`config.mk`:
```
export PLATFORM = sky130hd
export DESIGN_NAME = calendar_date_add_days_core
export DESIGN_NICKNAME = d
export VERILOG_FILES = /design/src/hdl/cdad_pkg.sv /design/src/hdl/calendar_date_add_days_core.sv /design/src/hdl/cdad_ctrl.sv /design/src/hdl/cdad_dp.sv
export SDC_FILE = /design/constraint.sdc
export NUM_CORES = 1
export LEC_CHECK = 0
export BUFFER_PORTS_ARGS = -buffer_cell sky130_fd_sc_hd__buf_2
export CELL_PAD_IN_SITES_DETAIL_PLACEMENT = 1
export CELL_PAD_IN_SITES_GLOBAL_PLACEMENT = 1
export CORE_MARGIN = 5
export CORE_UTILIZATION = 46
export DETAILED_ROUTE_END_ITERATION = 12
export PLACE_DENSITY_LB_ADDON = 0.1
export SLEW_MARGIN = 20
export SYNTH_ARGS = -nofsm -noshare
export SYNTH_HDL_FRONTEND = slang
export SYNTH_SLANG_ARGS = --single-unit
```
`constraint.sdc`:
```
create_clock -name i_clk -period 6 [get_ports i_clk]
set_input_delay 0 -clock i_clk [delete_from_list [all_inputs] [get_ports i_clk]]
set_output_delay 0 -clock i_clk [all_outputs]
set_load 0.005 [all_outputs]
```
`src/hdl/cdad_pkg.sv`:
```
// shared types, constants and month-length function for the date-plus-days block
// used by cdad_ctrl, cdad_dp and calendar_date_add_days_core; no dependencies
`default_nettype none

package cdad_pkg;

    localparam int unsigned YEAR_W   = 14;
    localparam int unsigned MONTH_W  = 4;
    localparam int unsigned DAY_W    = 5;
    localparam int unsigned OFFS_W   = 16;
    localparam int unsigned ACC_W    = 17;
    localparam int unsigned CENT_W   = 7;

    localparam logic [YEAR_W-1:0]  YEAR_MIN   = 14'd1;
    localparam logic [YEAR_W-1:0]  YEAR_MAX   = 14'd9999;
    localparam logic [YEAR_W-1:0]  YEARS_CENT = 14'd100;
    localparam logic [MONTH_W-1:0] MONTH_JAN  = 4'd1;
    localparam logic [MONTH_W-1:0] MONTH_DEC  = 4'd12;
    localparam logic [DAY_W-1:0]   DAY_FIRST  = 5'd1;
    localparam logic [DAY_W-1:0]   DAY_LAST   = 5'd31;
    localparam logic [CENT_W-1:0]  YY_LAST    = 7'd99;

    typedef enum logic [1:0] {
        ST_IDLE,
        ST_DIV,
        ST_WALK,
        ST_OUT
    } t_state;

    typedef struct packed {
        logic load;
        logic div_step;
        logic walk_step;
        logic out_load;
    } t_dp_cmd;

    typedef struct packed {
        logic div_busy;
        logic walk_done;
        logic out_free;
    } t_dp_sts;

    function automatic logic [DAY_W-1:0] month_len(input logic [MONTH_W-1:0] month,
                                                   input logic leap);
        logic [DAY_W-1:0] len;
        case (month)
            4'd2:    len = leap ? 5'd29 : 5'd28;
            4'd4:    len = 5'd30;
            4'd6:    len = 5'd30;
            4'd9:    len = 5'd30;
            4'd11:   len = 5'd30;
            default: len = 5'd31;
        endcase
        return len;
    endfunction

endpackage

`default_nettype wire

```
`src/hdl/calendar_date_add_days_core.sv`:
```
// Adds a signed day count to a Gregorian date (years 1..9999) and returns the new date,
// saturating at the first or last representable day and raising the overflow flag when the
// year range is left. One item is in work at a time: after the accepting transfer the start
// year is split into century and year-in-century by repeated subtraction of 100, then the
// date walks one month per cycle until the day fits its month, then the result is handed to
// the output register once that register is free. The output register holds a finished
// result while the next item is taken.
// depends on cdad_pkg, cdad_ctrl and cdad_dp
`default_nettype none

module calendar_date_add_days_core (
    input  wire         i_clk,
    input  wire         i_rst_n,
    input  wire         i_s_axis_tvalid,
    output logic        o_s_axis_tready,
    // start_year[13:0], start_month[17:14], start_day[22:18], day_offset[38:23], zero[39]
    input  wire  [39:0] i_s_axis_tdata,
    output logic        o_m_axis_tvalid,
    input  wire         i_m_axis_tready,
    // result_year[13:0], result_month[17:14], result_day[22:18], zero[23]
    output logic [23:0] o_m_axis_tdata,
    // year_overflow[0]
    output logic [0:0]  o_m_axis_tuser
);

    cdad_pkg::t_dp_cmd cmd;
    cdad_pkg::t_dp_sts sts;

    logic [cdad_pkg::YEAR_W-1:0]  result_year;
    logic [cdad_pkg::MONTH_W-1:0] result_month;
    logic [cdad_pkg::DAY_W-1:0]   result_day;
    logic                         year_overflow;

    cdad_ctrl u_ctrl (
        .i_clk      (i_clk),
        .i_rst_n    (i_rst_n),
        .i_s_tvalid (i_s_axis_tvalid),
        .o_s_tready (o_s_axis_tready),
        .i_sts      (sts),
        .o_cmd      (cmd)
    );

    cdad_dp u_dp (
        .i_clk           (i_clk),
        .i_rst_n         (i_rst_n),
        .i_start_year    (i_s_axis_tdata[13:0]),
        .i_start_month   (i_s_axis_tdata[17:14]),
        .i_start_day     (i_s_axis_tdata[22:18]),
        .i_day_offset    ($signed(i_s_axis_tdata[38:23])),
        .i_m_tready      (i_m_axis_tready),
        .i_cmd           (cmd),
        .o_sts           (sts),
        .o_m_tvalid      (o_m_axis_tvalid),
        .o_result_year   (result_year),
        .o_result_month  (result_month),
        .o_result_day    (result_day),
        .o_year_overflow (year_overflow)
    );

    assign o_m_axis_tdata = {1'b0, result_day, result_month, result_year};
    assign o_m_axis_tuser = year_overflow;

    // a waiting result is never overwritten
    a_no_overwrite: assert property (@(posedge i_clk) disable iff (!i_rst_n)
        cmd.out_load |-> (!o_m_axis_tvalid || i_m_axis_tready))
        else $error("result register loaded while a result is still waiting");

    a_year_range: assert property (@(posedge i_clk) disable iff (!i_rst_n)
        o_m_axis_tvalid |-> (result_year >= cdad_pkg::YEAR_MIN
                             && result_year <= cdad_pkg::YEAR_MAX))
        else $error("result year outside 1..9999");

    a_sat_date: assert property (@(posedge i_clk) disable iff (!i_rst_n)
        (o_m_axis_tvalid && year_overflow) |->
            ((result_year == cdad_pkg::YEAR_MAX && result_month == cdad_pkg::MONTH_DEC
              && result_day == cdad_pkg::DAY_LAST)
             || (result_year == cdad_pkg::YEAR_MIN && result_month == cdad_pkg::MONTH_JAN
              && result_day == cdad_pkg::DAY_FIRST)))
        else $error("overflow flagged on a date that is not a range bound");

    a_busy_after_take: assert property (@(posedge i_clk) disable iff (!i_rst_n)
        (i_s_axis_tvalid && o_s_axis_tready) |=> !o_s_axis_tready)
        else $error("input taken again while an item is in work");

endmodule

`default_nettype wire

```
`src/hdl/cdad_ctrl.sv`:
```
// controller state machine: load, century split, month walk, result hand-off
// depends on cdad_pkg
`default_nettype none

module cdad_ctrl (
    input  wire               i_clk,
    input  wire               i_rst_n,
    input  wire               i_s_tvalid,
    output logic              o_s_tready,
    input  cdad_pkg::t_dp_sts i_sts,
    output cdad_pkg::t_dp_cmd o_cmd
);

    cdad_pkg::t_state r_state;
    cdad_pkg::t_state n_state;

    always_ff @(posedge i_clk) begin
        if (!i_rst_n) begin
            r_state <= cdad_pkg::ST_IDLE;
        end else begin
            r_state <= n_state;
        end
    end

    always_comb begin
        n_state = r_state;
        case (r_state)
            cdad_pkg::ST_IDLE: begin
                if (i_s_tvalid) n_state = cdad_pkg::ST_DIV;
            end
            cdad_pkg::ST_DIV: begin
                if (!i_sts.div_busy) n_state = cdad_pkg::ST_WALK;
            end
            cdad_pkg::ST_WALK: begin
                if (i_sts.walk_done) n_state = cdad_pkg::ST_OUT;
            end
            cdad_pkg::ST_OUT: begin
                if (i_sts.out_free) n_state = cdad_pkg::ST_IDLE;
            end
            default: n_state = cdad_pkg::ST_IDLE;
        endcase
    end

    always_comb begin
        o_s_tready      = 1'b0;
        o_cmd           = '0;
        case (r_state)
            cdad_pkg::ST_IDLE: begin
                o_s_tready = 1'b1;
                o_cmd.load = i_s_tvalid;
            end
            cdad_pkg::ST_DIV: begin
                o_cmd.div_step = i_sts.div_busy;
            end
            cdad_pkg::ST_WALK: begin
                o_cmd.walk_step = !i_sts.walk_done;
            end
            cdad_pkg::ST_OUT: begin
                o_cmd.out_load = i_sts.out_free;
            end
            default: o_cmd = '0;
        endcase
    end

endmodule

`default_nettype wire

```
`src/hdl/cdad_dp.sv`:
```
// datapath: date registers, century/year-in-century split, month walk, result register
// depends on cdad_pkg
`default_nettype none

module cdad_dp (
    input  wire                                 i_clk,
    input  wire                                 i_rst_n,
    input  wire  [cdad_pkg::YEAR_W-1:0]         i_start_year,
    input  wire  [cdad_pkg::MONTH_W-1:0]        i_start_month,
    input  wire  [cdad_pkg::DAY_W-1:0]          i_start_day,
    input  wire  signed [cdad_pkg::OFFS_W-1:0]  i_day_offset,
    input  wire                                 i_m_tready,
    input  cdad_pkg::t_dp_cmd                   i_cmd,
    output cdad_pkg::t_dp_sts                   o_sts,
    output logic                                o_m_tvalid,
    output logic [cdad_pkg::YEAR_W-1:0]         o_result_year,
    output logic [cdad_pkg::MONTH_W-1:0]        o_result_month,
    output logic [cdad_pkg::DAY_W-1:0]          o_result_day,
    output logic                                o_year_overflow
);

    localparam int unsigned ACC_W  = cdad_pkg::ACC_W;
    localparam int unsigned CENT_W = cdad_pkg::CENT_W;

    logic [cdad_pkg::YEAR_W-1:0]  r_year;
    logic [cdad_pkg::YEAR_W-1:0]  r_rem;
    logic [CENT_W-1:0]            r_cent;
    logic [cdad_pkg::MONTH_W-1:0] r_month;
    logic signed [ACC_W-1:0]      r_day;
    logic                         r_ovf;

    logic [cdad_pkg::YEAR_W-1:0]  r_out_year;
    logic [cdad_pkg::MONTH_W-1:0] r_out_month;
    logic [cdad_pkg::DAY_W-1:0]   r_out_day;
    logic                         r_out_ovf;
    logic                         r_out_valid;

    logic [cdad_pkg::YEAR_W-1:0]  year_cl;
    logic [cdad_pkg::MONTH_W-1:0] month_cl;
    logic signed [ACC_W-1:0]      day_init;
    logic [CENT_W-1:0]            yy;
    logic                         leap;
    logic [cdad_pkg::MONTH_W-1:0] prev_month;
    logic [cdad_pkg::DAY_W-1:0]   cur_len;
    logic [cdad_pkg::DAY_W-1:0]   prev_len;
    logic signed [ACC_W-1:0]      cur_len_s;
    logic signed [ACC_W-1:0]      prev_len_s;
    logic                         go_fwd;
    logic                         go_bwd;

    always_comb begin
        if (i_start_year < cdad_pkg::YEAR_MIN) year_cl = cdad_pkg::YEAR_MIN;
        else if (i_start_year > cdad_pkg::YEAR_MAX) year_cl = cdad_pkg::YEAR_MAX;
        else year_cl = i_start_year;

        if (i_start_month < cdad_pkg::MONTH_JAN) month_cl = cdad_pkg::MONTH_JAN;
        else if (i_start_month > cdad_pkg::MONTH_DEC) month_cl = cdad_pkg::MONTH_DEC;
        else month_cl = i_start_month;

        day_init = $signed({{(ACC_W-cdad_pkg::DAY_W){1'b0}}, i_start_day})
                 + $signed({{(ACC_W-cdad_pkg::OFFS_W){i_day_offset[cdad_pkg::OFFS_W-1]}},
                            i_day_offset});
    end

    // leap test on the split year: yy is the year within its century
    always_comb begin
        yy         = r_rem[CENT_W-1:0];
        leap       = (yy[1:0] == 2'd0 && yy != '0) || (yy == '0 && r_cent[1:0] == 2'd0);
        prev_month = (r_month == cdad_pkg::MONTH_JAN) ? cdad_pkg::MONTH_DEC
                                                      : r_month - 4'd1;
        cur_len    = cdad_pkg::month_len(r_month, leap);
        prev_len   = cdad_pkg::month_len(prev_month, leap);
        cur_len_s  = $signed({{(ACC_W-cdad_pkg::DAY_W){1'b0}}, cur_len});
        prev_len_s = $signed({{(ACC_W-cdad_pkg::DAY_W){1'b0}}, prev_len});
        go_fwd     = r_day > cur_len_s;
        go_bwd     = r_day[ACC_W-1] || (r_day == '0);
    end

    always_comb begin
        o_sts.div_busy  = r_rem >= cdad_pkg::YEARS_CENT;
        o_sts.walk_done = r_ovf || (!go_fwd && !go_bwd);
        o_sts.out_free  = !r_out_valid || i_m_tready;
    end

    always_ff @(posedge i_clk) begin
        if (!i_rst_n) begin
            r_ovf <= 1'b0;
        end else if (i_cmd.load) begin
            r_year  <= year_cl;
            r_rem   <= year_cl;
            r_cent  <= '0;
            r_month <= month_cl;
            r_day   <= day_init;
            r_ovf   <= 1'b0;
        end else if (i_cmd.div_step) begin
            r_rem  <= r_rem - cdad_pkg::YEARS_CENT;
            r_cent <= r_cent + 7'd1;
        end else if (i_cmd.walk_step) begin
            if (go_fwd) begin
                if (r_month == cdad_pkg::MONTH_DEC) begin
                    if (r_year == cdad_pkg::YEAR_MAX) begin
                        r_month <= cdad_pkg::MONTH_DEC;
                        r_day   <= $signed({{(ACC_W-cdad_pkg::DAY_W){1'b0}},
                                            cdad_pkg::DAY_LAST});
                        r_ovf   <= 1'b1;
                    end else begin
                        r_day   <= r_day - cur_len_s;
                        r_month <= cdad_pkg::MONTH_JAN;
                        r_year  <= r_year + 14'd1;
                        if (yy == cdad_pkg::YY_LAST) begin
                            r_rem  <= '0;
                            r_cent <= r_cent + 7'd1;
                        end else begin
                            r_rem  <= r_rem + 14'd1;
                        end
                    end
                end else begin
                    r_day   <= r_day - cur_len_s;
                    r_month <= r_month + 4'd1;
                end
            end else if (go_bwd) begin
                if (r_month == cdad_pkg::MONTH_JAN) begin
                    if (r_year == cdad_pkg::YEAR_MIN) begin
                        r_day <= $signed({{(ACC_W-cdad_pkg::DAY_W){1'b0}},
                                          cdad_pkg::DAY_FIRST});
                        r_ovf <= 1'b1;
                    end else begin
                        // december needs no leap test
                        r_day   <= r_day + prev_len_s;
                        r_month <= cdad_pkg::MONTH_DEC;
                        r_year  <= r_year - 14'd1;
                        if (yy == '0) begin
                            r_rem  <= {{(cdad_pkg::YEAR_W-CENT_W){1'b0}}, cdad_pkg::YY_LAST};
                            r_cent <= r_cent - 7'd1;
                        end else begin
                            r_rem  <= r_rem - 14'd1;
                        end
                    end
                end else begin
                    r_day   <= r_day + prev_len_s;
                    r_month <= prev_month;
                end
            end
        end
    end

    // result register, frees the walk for the next item
    always_ff @(posedge i_clk) begin
        if (!i_rst_n) begin
            r_out_valid <= 1'b0;
        end else if (i_cmd.out_load) begin
            r_out_valid <= 1'b1;
        end else if (i_m_tready) begin
            r_out_valid <= 1'b0;
        end
    end

    always_ff @(posedge i_clk) begin
        if (i_cmd.out_load) begin
            r_out_year  <= r_year;
            r_out_month <= r_month;
            r_out_day   <= r_day[cdad_pkg::DAY_W-1:0];
            r_out_ovf   <= r_ovf;
        end
    end

    assign o_m_tvalid      = r_out_valid;
    assign o_result_year   = r_out_year;
    assign o_result_month  = r_out_month;
    assign o_result_day    = r_out_day;
    assign o_year_overflow = r_out_ovf;

endmodule

`default_nettype wire

```
After elaboration in Yosys (flattened, before gate mapping)
Cells that the tools add are included.
- bits in registers: 84
- bits in latches: 0
- RAM bits: 0
- memory bits (read-only): 0
- bits of input ports: 44
- output and inout port bits: 27
- word-level logic and storage cells: 177
- memories: 0
- add/sub/neg operators: 12
- $mul: 0
- div/mod/pow operators: 0
- order comparisons: 6
- equality and inequality tests: 33
- shift operators: 0
- mux-type cells: 74
- bitwise operators: 2
- reduce and logical (&&, ||, !) cells: 38
- operators by type and width (kind ; number):
    $mux 14 ; 22
    $mux 17 ; 9
    $mux 7 ; 10
    $mux 4 ; 12
    $add 14x1->14 const B ; 2
    $sub 14x1->14 const B ; 2
    $eq 4x4->1 const B ; 5
    $pmux 5 s2 ; 2
    $add 17x6->17 ; 1
    $add 6x16->17 ; 1
    $gt 17x6->1 ; 1
    $logic_not 17->1 ; 1
    $sub 17x6->17 ; 1
    $eq 4x3->1 const B ; 4
    $eq 14x1->1 const B ; 1
    $eq 14x14->1 const B ; 1
    $ge 14x7->1 const B ; 1
    $gt 14x14->1 const B ; 1
    $lt 14x1->1 const B ; 1
    $mux 1 ; 14
    $reduce_and 7->1 ; 2
    $sub 14x7->14 const B ; 1
    $ne 4x4->1 const B ; 3
    $reduce_bool 4->1 ; 3
    other kinds (33) ; 64

Depth between registers and ports, before layout
- word-level depth: 14
- mapped depth: 17
- gate-level depth less buffers: 16

By module
Synthesis repeated with hierarchy kept, for this count alone.
- cells, all modules: 709
- area, all modules: 6401.1 sq um
- modules (own cells, without submodules) (module ; times used ; cells an instance ; area each (sq um) ; sequential area each (sq um)):
    cdad_dp ; 1 ; 685 ; 6178.4 ; 2292.2
    cdad_ctrl ; 1 ; 22 ; 211.5 ; 40.0
    calendar_date_add_days_core ; 1 ; 2 ; 11.3 ; 0.0

Worst setup path before layout
No wires, ideal clock.
- kind: register to register
- from: reg u_dp.r_rem[5] in the netlist's numbering
- to: reg u_dp.r_year[0] in the netlist's numbering (enable)
- library setup time: 404 ps
- arrival: 4238 ps
- data required time: 5596 ps
- setup slack: 1358 ps
- stages on the path, launching flop included: 16
- buffers on the path: 2
- period minus slack after synthesis: 4642 ps
- cell sequence: edfxtp_1 > clkbuf_1 > nor3_1 > nand3_1 > o21ai_0 > nand2_1 > a21oi_1 > a21oi_1 > ha_1 > nor2b_1 > o211ai_1 > a21oi_1 > clkbuf_1 > nand2_1 > o22a_1 > o21ai_0
- longest elaborated chain between the ends: 13
- elaborated cells on any way between the ends: 23
- those cells by class: 2 x order compare; 4 x eq/ne; 4 x mux; 13 x reduce/logical
- ends and longest elaborated chain (what ; line ; text):
    start, declared ; cdad_dp.sv:26 ; logic [cdad_pkg::YEAR_W-1:0] r_rem;
    start signal, assigned ; cdad_dp.sv:90 ; r_rem <= year_cl;
    start signal, assigned ; cdad_dp.sv:96 ; r_rem <= r_rem - cdad_pkg::YEARS_CENT;
    start signal, assigned ; cdad_dp.sv:114 ; r_rem <= r_rem + 14'd1;
    $reduce_bool 7->1 or $logic_not 7->1 (tied branches) ; cdad_dp.sv:68 ; leap = (yy[1:0] == 2'd0 && yy != '0) || (yy == '0 && r_cent[1:0] == 2'd0);
    $logic_and 1x1->1 ; cdad_dp.sv:68 ;
    $logic_or 1x1->1 ; cdad_dp.sv:68 ;
    $mux 1 ; cdad_pkg.sv:47 ; 4'd2: len = leap ? 5'd29 : 5'd28;
    $pmux 5 s2 ; cdad_pkg.sv:46 ; case (month)
    $gt 17x6->1 ; cdad_dp.sv:75 ; go_fwd = r_day > cur_len_s;
    $logic_not 1->1 ; cdad_dp.sv:81 ; o_sts.walk_done = r_ovf || (!go_fwd && !go_bwd);
    $logic_and 1x1->1 ; cdad_dp.sv:81 ;
    $logic_or 1x1->1 ; cdad_dp.sv:81 ;
    $logic_not 1->1 ; cdad_ctrl.sv:56 ; o_cmd.walk_step = !i_sts.walk_done;
    $mux 1 ; cdad_ctrl.sv:47 ; case (r_state)
    $reduce_bool 2->1 (no line) ; -- ;
    $reduce_and 8->1 (no line) (*) ; -- ;
    end signal, assigned ; cdad_dp.sv:89 ; r_year <= year_cl;
    end signal, assigned ; cdad_dp.sv:109 ; r_year <= r_year + 14'd1;
    end signal, assigned ; cdad_dp.sv:131 ; r_year <= r_year - 14'd1;
    end, declared ; cdad_dp.sv:25 ; logic [cdad_pkg::YEAR_W-1:0] r_year;
Every way passes the cells marked *; elsewhere a longest branch is shown, timed or not.
A chain may end at the register's enable or synchronous reset.

Worst setup path in the final report
- from: reg u_dp.r_rem[4] in the netlist's numbering
- to: reg u_dp.r_rem[6] in the netlist's numbering (enable)
- longest elaborated chain between the ends: 13
- elaborated cells on any way between the ends: 22
- those cells by class: 2 x order compare; 3 x eq/ne; 4 x mux; 13 x reduce/logical
- ends and longest elaborated chain (what ; line):
    $reduce_bool 7->1 or $logic_not 7->1 (tied branches) ; cdad_dp.sv:68
    $logic_and 1x1->1 ; cdad_dp.sv:68
    $logic_or 1x1->1 ; cdad_dp.sv:68
    $mux 1 ; cdad_pkg.sv:47
    $pmux 5 s2 ; cdad_pkg.sv:46
    $gt 17x6->1 ; cdad_dp.sv:75
    $logic_not 1->1 ; cdad_dp.sv:81
    $logic_and 1x1->1 ; cdad_dp.sv:81
    $logic_or 1x1->1 ; cdad_dp.sv:81
    $logic_not 1->1 ; cdad_ctrl.sv:56
    $mux 1 ; cdad_ctrl.sv:47
    $reduce_bool 3->1 (no line) ; --
    $reduce_and 7->1 (no line) (*) ; --
Marked as above.

==> metrics.csv <==
metric,value,unit
status,"complete, no violations",
max cap viols,0,
kind of critical path,flop to flop,
Post-Synthesis Cells,724,
num ports,71,
Total Routing Usage GR,24.2,%
Hold Path End,u_dp.r_year[7]$_DFFE_PP_,
Syn. warnings,0,
Antenna Nets Post-Route,0,
hold depth,3,
Syn Nets,801,
RSZ-0062 raised after global routing,false,
DRT Pass-1 Iters,5,
# DRC,0,
clock sink count,79,
# setup viols final,0,
Final Hold Violating Endpoints,0,
FF/Latch Area,2330,um^2
via density per instance,6.22,
leakage power,2.58,nW
top-count cell post-synth,edfxtp_1,
Hold Startpoint,i_s_axis_tdata[7],
Syn Area/Cell,8.88,um^2
Die Y,128,um
top-area cell type share of the netlist area,35.0,%
top post-synthesis cells by area,"edfxtp_1, ha_1, xnor2_1",
Hold Crit Class,input pin to flop,
#FFs+latches synth,79,
Crit path depth,14,
Max Buffers Root-to-Sink,2,
area occupied by multi-input gates,3790,um^2
CP Buf/Inv Count,1,
min Tclk post-route,5.09,ns
clock-pin slew on the worst setup and hold paths,0.07,ns
Nets,840,
PD cells,395,nW/um^2
worst clock skew,0.0101,ns
clk root buf,clkbuf_16,
CTS tree,yes,
max-slew violations,0,
number of synthesized flops with an enable pin,75,
core area,13800,um^2
crit path cell chain,nor3_1 -> nand3_1 -> o21ai_0 -> nand2_1 -> a21oi_1 -> a21oi_1 -> ha_1 -> nand2_1 -> o211ai_1 -> a21o_2 -> nand3_1 -> o22a_1 -> o21ai_0 -> buf_4,
worst vdd ir,0.192,mV
commonest cells in the netlist,"edfxtp_1, nand2_1, nand3_1",
flop-to-flop setup slack,0.91,ns
IO Port Bufs,68,
wire length per cell,20.7,um
crit-path leading delay family,compound AO/OA/AOI/OAI gates,
pre-CTS setup slack,1.02,ns
post-synth cell types,72,
Critical Path Start Type,flop,
CTS HTree Levels,3,
CTS buffer count,9,
sequential-to-total area share from yosys stat,36.3,%
Crit path required time,6.05,ns
Initial Util,46.7,%
DR vias,5899,
Fin Hold WS,0.0311,ns
die width,128,um
f_max,0.196,GHz
die area,16400,um^2
prevailing post-synth register cell,edfxtp_1,
worst-margin pin slew,0.928,ns
ys async rst share,0,%
hpwl dp,14300,um
drt total wl,19700,um
Worst path max stage delay,0.85,ns
area grow syn2layout,11.7,%
setup tns final,0,ns
Fillers,1665,
routability cong.,0.873,
Worst Path Arrival,5.14,ns
worst r2r dst,u_dp.r_rem[6]$_DFFE_PP_,
Diodes inserted,0,
Overflow after GRT,0,
initial antenna violation count,0,
r2r startpoint,u_dp.r_rem[4]$_DFFE_PP_,
Cell Rows,43,
Worst Reg-to-Reg Cells,14,
share of cells above drive strength 1,13.8,%
initial drt markers,359,
first-pass GRT wire length,31800,um
worst-path maximum fanout,41,
vias in the first global route,6054,
CP Capture Type,flop,
Crit-path slowest cell,a21o_2,
Post-Syn Area,6430,um^2
relative slew slack,38.1,%
Yosys top cell by area,edfxtp_1,
PnR worst setup slack,0.906,ns
fin crit share,84.9,%
largest net degree at the start of global routing,57,
worst skew pair latency,0.36,ns
timing repair:
action,4_1_cts,5_1_grt
setup endpoints to repair,0,0
setup buffers,0,0
gates resized for setup,0,0
hold buffers,4,0
hold endpoints to repair,5,0
final cells by class:
class,count,area share (%)
multi-input combinational,565,52.8
sequential,79,32.5
timing repair buffer,80,6.14
clock buffer,9,3.14
tap,180,3.14
inverter,28,1.46
clock inverter,7,0.819
power by group:
part	total [mW]	internal, mW	switching [mW]	leakage [nW]
registers	1.04	0.825	0.219	0.724
logic	1.24	0.497	0.747	1.72
clock network	0.546	0.288	0.258	0.134
total	2.83	1.61	1.22	2.58
state kept, by name, summed over array words and instances, names as in the netlist:
name	flops
u_dp.r_day	17
u_dp.o_result_year	14
u_dp.r_rem	14
u_dp.r_year	14
u_dp.o_result_day	5
u_dp.o_result_month	4
u_dp.r_month	4
u_ctrl.r_state	2
u_dp.r_cent	2
u_dp.o_m_tvalid	1
u_dp.o_year_overflow	1
u_dp.r_ovf	1
cells in the final DEF (no fill, tap or decap), drive strengths merged, types with 10 or more instances in the layout:
| cell | netlist | layout |
|---|---|---|
| and3 | 18 | 18 |
| xor2 | 27 | 27 |
| buf | 12 | 76 |
| nor4 | 19 | 19 |
| nor3 | 37 | 37 |
| nor2 | 41 | 41 |
| xnor2 | 40 | 40 |
| o211ai | 11 | 11 |
| inv | 28 | 33 |
| ha | 30 | 30 |
| o21ai | 41 | 41 |
| a21oi | 31 | 31 |
| nand2 | 66 | 66 |
| and2 | 11 | 11 |
| nand3 | 42 | 42 |
| nand4 | 12 | 12 |
| edfxtp | 75 | 75 |
| nor2b | 10 | 10 |
worst min-delay path: cells and delay by family:
| family | cells | cell delay (ns) |
|---|---|---|
| buf+inv | 1 | 0.10 |
| compound gates | 1 | 0.09 |
| simple gates | 1 | 0.09 |
kinds of logic (layout without fill, tap and decap cells):
| group | Yosys count | after routing | synth area share, % |
|---|---|---|---|
| and+or+nand+nor | 288 | 288 | 23.2 |
| AOI/OAI and AO/OA | 165 | 165 | 17.8 |
| buffers and inverters | 80 | 124 | 4.96 |
| DFF | 79 | 79 | 36.3 |
| xor gates and xnor gates | 67 | 67 | 9.13 |
| adders and majority gates | 33 | 33 | 6.78 |
| muxes | 11 | 11 | 1.75 |
| other | 1 | 1 | 0.0584 |
worst max path at each step:
| stage | slack [ns] | start | end |
|---|---|---|---|
| after global routing | 0.55 | u_dp.r_rem[4]$_DFFE_PP_ | u_dp.r_rem[12]$_DFFE_PP_ |
| after floorplan | 1.36 | u_dp.r_rem[5]$_DFFE_PP_ | u_dp.r_year[0]$_DFFE_PP_ |
| after detailed placement | 1.02 | u_dp.r_rem[4]$_DFFE_PP_ | u_dp.r_rem[8]$_DFFE_PP_ |
| after CTS | 0.99 | u_dp.r_rem[4]$_DFFE_PP_ | u_dp.r_rem[8]$_DFFE_PP_ |
| after global placement | 1.18 | u_dp.r_rem[5]$_DFFE_PP_ | u_dp.r_rem[8]$_DFFE_PP_ |
| final | 0.91 | u_dp.r_rem[4]$_DFFE_PP_ | u_dp.r_rem[6]$_DFFE_PP_ |
layer usage:
| layer | GRT usage [%] | share of wire [%] | wire length, um | vias up |
|---|---|---|---|---|
| met4 | 9.24 | 3.0 | 586 | 0 |
| met5 | 0 | 0 | 0 | - |
| met1 | 30.1 | 43 | 8440 | 2948 |
| met2 | 42.5 | 51 | 9930 | 122 |
| li1 | - | - | - | 2794 |
| met3 | 3.21 | 3.6 | 699 | 35 |
stage by stage:
| step | area (um^2) | instances | util [%] | total power [mW] |
|---|---|---|---|---|
| 4_1_cts | 7180 | 948 | 52.1 | 2.84 |
| 3_3_place_gp | 6850 | 928 | 49.8 | 2.21 |
| 6_report | 7180 | 948 | 52.1 | 2.83 |
| 2_1_floorplan | 6430 | 724 | - | 1.91 |
| 3_5_place_dp | 6850 | 928 | 49.8 | 2.28 |
| 5_1_grt | 7180 | 948 | 52.1 | 3.03 |
Power figures use the tool's default switching activity.
